`config.mk`:
```
export PLATFORM = sky130hd
export DESIGN_NAME = qlte_row_max
export DESIGN_NICKNAME = d
export VERILOG_FILES = /design/src/qlte_row_max.sv
export SDC_FILE = /design/constraint.sdc
export NUM_CORES = 1
export LEC_CHECK = 0
export ABC_CLOCK_PERIOD_IN_PS = 17320
export BUFFER_PORTS_ARGS = -buffer_cell sky130_fd_sc_hd__buf_4
export CAP_MARGIN = 30
export CORE_MARGIN = 2
export CORE_UTILIZATION = 45
export DETAILED_ROUTE_END_ITERATION = 8
export PLACE_DENSITY = 0.75
export SKIP_LAST_GASP = 1
export SYNTH_ARGS = -nofsm -noshare
export SYNTH_HDL_FRONTEND = slang
export SYNTH_SLANG_ARGS = --single-unit
```
`constraint.sdc`:
```
create_clock -name vclk -period 17.32
set_input_delay 3.464 -clock vclk [all_inputs]
set_output_delay 3.464 -clock vclk [all_outputs]
set_load 0.005 [all_outputs]
```
`src/qlte_row_max.sv`:
```
// ----------------------------------------------------------------------------
// qlte_row_max: row maximum search
// Compare tree over one row: maximum, first index holding it, and an
// all-entries-equal flag.
// ----------------------------------------------------------------------------
module qlte_row_max #(
   parameter int NUM_ACTIONS = 4,
   parameter int VALUE_WIDTH = 32
) (
   input  logic [NUM_ACTIONS-1:0][VALUE_WIDTH-1:0] row,
   output logic signed [VALUE_WIDTH-1:0]           max_value,
   output logic [$clog2(NUM_ACTIONS)-1:0]          best_index,
   output logic                                    all_equal
);
   localparam int AIW    = $clog2(NUM_ACTIONS);
   localparam int LEAVES = 1 << AIW;

   logic signed [VALUE_WIDTH-1:0] node_val [1:2*LEAVES-1];
   logic [AIW-1:0]                node_idx [1:2*LEAVES-1];
   logic                          node_vld [1:2*LEAVES-1];

   // Tree: lower index wins ties so the first maximum is kept
   always_comb begin
      for (int i = 0; i < LEAVES; i++) begin
         node_vld[LEAVES+i] = (i < NUM_ACTIONS);
         node_idx[LEAVES+i] = AIW'(i);
         node_val[LEAVES+i] = '0;
         if (i < NUM_ACTIONS) begin
            node_val[LEAVES+i] = $signed(row[i]);
         end
      end
      for (int k = LEAVES - 1; k >= 1; k--) begin
         if (!node_vld[2*k+1] || (node_vld[2*k] && node_val[2*k] >= node_val[2*k+1])) begin
            node_val[k] = node_val[2*k];
            node_idx[k] = node_idx[2*k];
            node_vld[k] = node_vld[2*k];
         end else begin
            node_val[k] = node_val[2*k+1];
            node_idx[k] = node_idx[2*k+1];
            node_vld[k] = node_vld[2*k+1];
         end
      end
   end

   // Every entry against the first one
   always_comb begin
      all_equal = 1'b1;
      for (int i = 1; i < NUM_ACTIONS; i++) begin
         if (row[i] != row[0]) begin
            all_equal = 1'b0;
         end
      end
   end

   assign max_value  = node_val[1];
   assign best_index = node_idx[1];

endmodule

```
[Yosys cells after proc, flatten, opt, wreduce, memory -nomap -nowiden]
Index checks and enable logic that the tools add are counted.
Word-level totals
  bits in registers: 0
  input bits: 128
  output and inout port bits: 35
  logic and storage cells: 15
Operators by class
  order comparisons: 3
  eq/ne operators: 3
  multiplexer cells: 9
Operators by type and width (count)
  32-bit >= comparator: 3
  32-bit 2-to-1 mux: 3
  32-bit != test: 3
  1-bit 2-to-1 mux: 5
  2-bit 2-to-1 mux: 1

[Logic depth before layout (Yosys ltp)]
  word-level depth: 4
  mapped depth: 20
  gate-level depth less buffers: 17

[Worst setup path before layout]
OpenSTA, ideal clock, no wires.
  path type: input-to-output
  start point: input port row[47] (netlist bit)
  end point: output port max_value[10]
  data arrival time: 7187 ps
  data required time: 13856 ps
  setup slack: 6669 ps
  cell stages on the path: 20
  path buffers: 3
  cell sequence: inv_1 -> ha_1 -> and4_4 -> nor4bb_4 -> a2111oi_4 -> a31oi_1 -> a21oi_4 -> buf_12 -> mux2i_1 -> inv_1 -> ha_1 -> nand4_1 -> nor3_1 -> a21oi_1 -> o211ai_1 -> o31a_1 -> nor3_2 -> buf_6 -> buf_4 -> mux2i_1
On the way
  longest elaborated chain between the ends: 4
RTL lines
  start: declaration: RTL line 10  | input logic [NUM_ACTIONS-1:0][VALUE_WIDTH-1:0] row,
  32-bit >= comparator: RTL line 33  | if (!node_vld[2*k+1] || (node_vld[2*k] && node_val[2*k] >= node_val[2*k+1])) begin
  32-bit 2-to-1 mux (*): RTL line 33
  32-bit >= comparator: RTL line 33
  32-bit 2-to-1 mux (*): RTL line 33
  end: declaration: RTL line 11  | output logic signed [VALUE_WIDTH-1:0] max_value,
Every way passes the cells marked *; elsewhere a longest branch is shown, timed or not.

[Worst setup path after layout]
  start point: input port row[19] (netlist bit)
  end point: output port best_index[0]
On the way
  longest elaborated chain between the ends: 4
  elaborated cells between the ends (all ways): 5
  those cells by class: 2 x order compare; 3 x mux
RTL lines
  32-bit >= comparator: RTL line 33
  32-bit 2-to-1 mux: RTL line 33
  32-bit >= comparator: RTL line 33
  2-bit 2-to-1 mux (*): RTL line 33
  end: declaration: RTL line 12  | output logic [$clog2(NUM_ACTIONS)-1:0] best_index,
Marks and branches as above.

==> qor.csv <==
metric,value,unit
finalHoldViolCount,0,
critPathMaxStageDelay,0.69,ns
finalNetCount,922,
diodes,0,
wl_per_cell,17.38,µm
worst-slew-pin-transition,0.7825,ns
grt_usage,26.53,%
dr.pass1.iters,5,
ys_types,50,
synth_top_cell_by_area,ha_1,
status,completed,
coreArea,9153,µm²
post_cts_resized,0,
switchingPower,0.1353,mW
drv_slew,0,
worstPathArrival,9.26,ns
ctsHoldBuffers,0,
rsz0062_at_grt,false,
place_congestion,0.9381,
clkPwrFrac,0,%
rows,35,
synth_area_leaders,"ha_1, mux2i_1, inv_1, xnor2_1, a21oi_1",
seq_cells,0,
worstPathCellList,buf_4 -> ha_1 -> a21oi_1 -> o21ai_1 -> a221oi_1 -> o211ai_1 -> a21oi_4 -> buf_4 -> mux2i_1 -> inv_1 -> ha_1 -> nand4_1 -> nor3_1 -> a21oi_1 -> o211ai_1 -> o31a_1 -> nor3_4 -> buf_4 -> mux2_1 -> buf_4,
grt_max_degree,24,
ant_nets,0,
start_util,46.07,%
p_sw_share,50.57,%
pwr-share-comb,100.0,%
fin_crit,12.72,ns
place_ws,4.651,ns
fin_setup_tns,0,ns
grt_pass1_vias,4548,
drc,0,
regArea,0,µm²
syn_area,4217,µm²
slew_headroom,47.67,%
drt-initial-drc-count,247,
p_leak,3.087,nW
path_max_fanout,22,
worstSetupStartpointType,input pin,
worstSetupEndpointType,output port,
intPower,0.1322,mW
nClkBuffers,0,
worstPathRequired,13.86,ns
routed_via_density,5.722,
hpwlAfterDp,12370,µm
yosys_warnings,0,
finalSetupViolations,0,
hold_class,input pin to output port,
critPathMostFrequentCell,buf_4,
synth_nets,764,
post-route-period-util,73.44,%
seq_area_frac_synth,0,%
routed_wl,14030,µm
post-cts-setup-buffers,0,
vdd_drop_max,0.00002752,V
die_h,100.8,µm
worst_slack,4.600,ns
final_util,59.92,%
whs_endpoint,max_value[18],
drive_gt1_share,25.00,%
seqPwrFrac,0,%
power_density,48.78,nW/µm²
syn2layout_area_growth,30.06,%
route.vias.total,4618,
antenna_found_initial,0,
holdPathStages,4,
die_w,100.8,µm
die_area,10160,µm²
pin_count,163,
grt_pass1_wl,21770,µm
min_from,row[50],
crit_slowest_cell,nor3_4,
fmax,78.62,MHz
grt_remaining_overflow,0,
yosys.area.top_type_share,28.49,%
path_class,input pin to output port,
syn_avg_cell_area,7.808,µm²
port_buffers,163,
cap_violations,0,
synth_cells,540,
cell usage in the layout (no fill, tap or decap), types with 3 or more instances in the layout:
master | Yosys | final
mux2i_1 | 96 | 96
nor4_1 | 7 | 7
inv_1 | 97 | 97
o22ai_1 | 5 | 5
o21ai_1 | 5 | 5
o21ai_0 | 6 | 6
o211ai_1 | 5 | 5
o21a_1 | 5 | 5
nand4_1 | 27 | 27
nand2_1 | 21 | 21
buf_4 | 2 | 166
nor3_1 | 17 | 17
a21oi_1 | 37 | 37
or3_1 | 4 | 4
ha_1 | 96 | 96
a221oi_1 | 3 | 3
a21o_1 | 5 | 5
nand3_1 | 9 | 9
nor2_1 | 10 | 10
and3_1 | 12 | 12
xor2_1 | 3 | 3
xnor2_1 | 27 | 27
worst max path at each step:
stage,startpoint,end,cells past startpoint
floorplan,row[47],max_value[10],20
global placement,row[15],best_index[0],20
detailed placement,row[19],best_index[0],20
CTS,row[19],best_index[0],20
global route,row[19],best_index[0],20
finish,row[19],best_index[0],20
critical path: cells and delay by family:
kind | cells | cell delay (ns)
buf+inv | 5 | 1.32
fa+ha+maj | 2 | 0.72
simple gates | 3 | 0.96
compound gates | 8 | 2.08
mux | 2 | 0.67
cell type report:
type	instances	area, µm²
tap	111	138.9
timing repair buffer	166	1246
multi-input combinational	433	3735
fill	850	3669
inverter	97	364.1
logic make-up (layout without fill, tap and decap cells):
group | Yosys count | count (layout) | synth area share [%]
AO/OA/AOI/OAI | 92 | 92 | 14.69
XOR/XNOR | 30 | 30 | 6.232
adder cells (fa/ha/maj) | 96 | 96 | 28.49
buffers and inverters | 107 | 263 | 11.75
multiplexers | 97 | 97 | 23.06
AND/OR/NAND/NOR | 118 | 118 | 15.79
per-layer routing:
layer | vias to the layer above | part of all wire, % | GRT usage (%)
met5 | - | 0 | 0
met4 | 0 | 2.1 | 6.006
met3 | 21 | 6.9 | 2.705
met2 | 191 | 47 | 46.87
met1 | 2114 | 44 | 34.58
li1 | 2292 | - | -
synthesized netlist by cell type (6+ instances only):
| cell type | count |
|---|---|
| xnor2_1 | 27 |
| mux2i_1 | 96 |
| a21oi_1 | 37 |
| nand4_1 | 27 |
| nand3_1 | 9 |
| nor4_1 | 7 |
| o21ai_0 | 6 |
| nor2_1 | 10 |
| inv_1 | 97 |
| and3_1 | 12 |
| ha_1 | 96 |
| nand2_1 | 21 |
| nor3_1 | 17 |
power by group through the flow:
stage	Clock [mW]	Sequential [mW]	Combinational, mW
CTS	0	0	0.267
floorplan	0	0	0.162
global route	0	0	0.293
detailed placement	0	0	0.266
finish	0	0	0.267
global placement	0	0	0.261
stage by stage:
stage,instances,power [mW],instance area [µm²],hold slack (ns)
after floorplan,540,0.1620,4217,7.132
after global placement,807,0.2610,5484,7.355
after detailed placement,807,0.2655,5484,7.345
after CTS,807,0.2674,5484,7.353
after global routing,807,0.2926,5484,7.386
final,807,0.2675,5484,7.344
(Power assumes the default switching activity.)
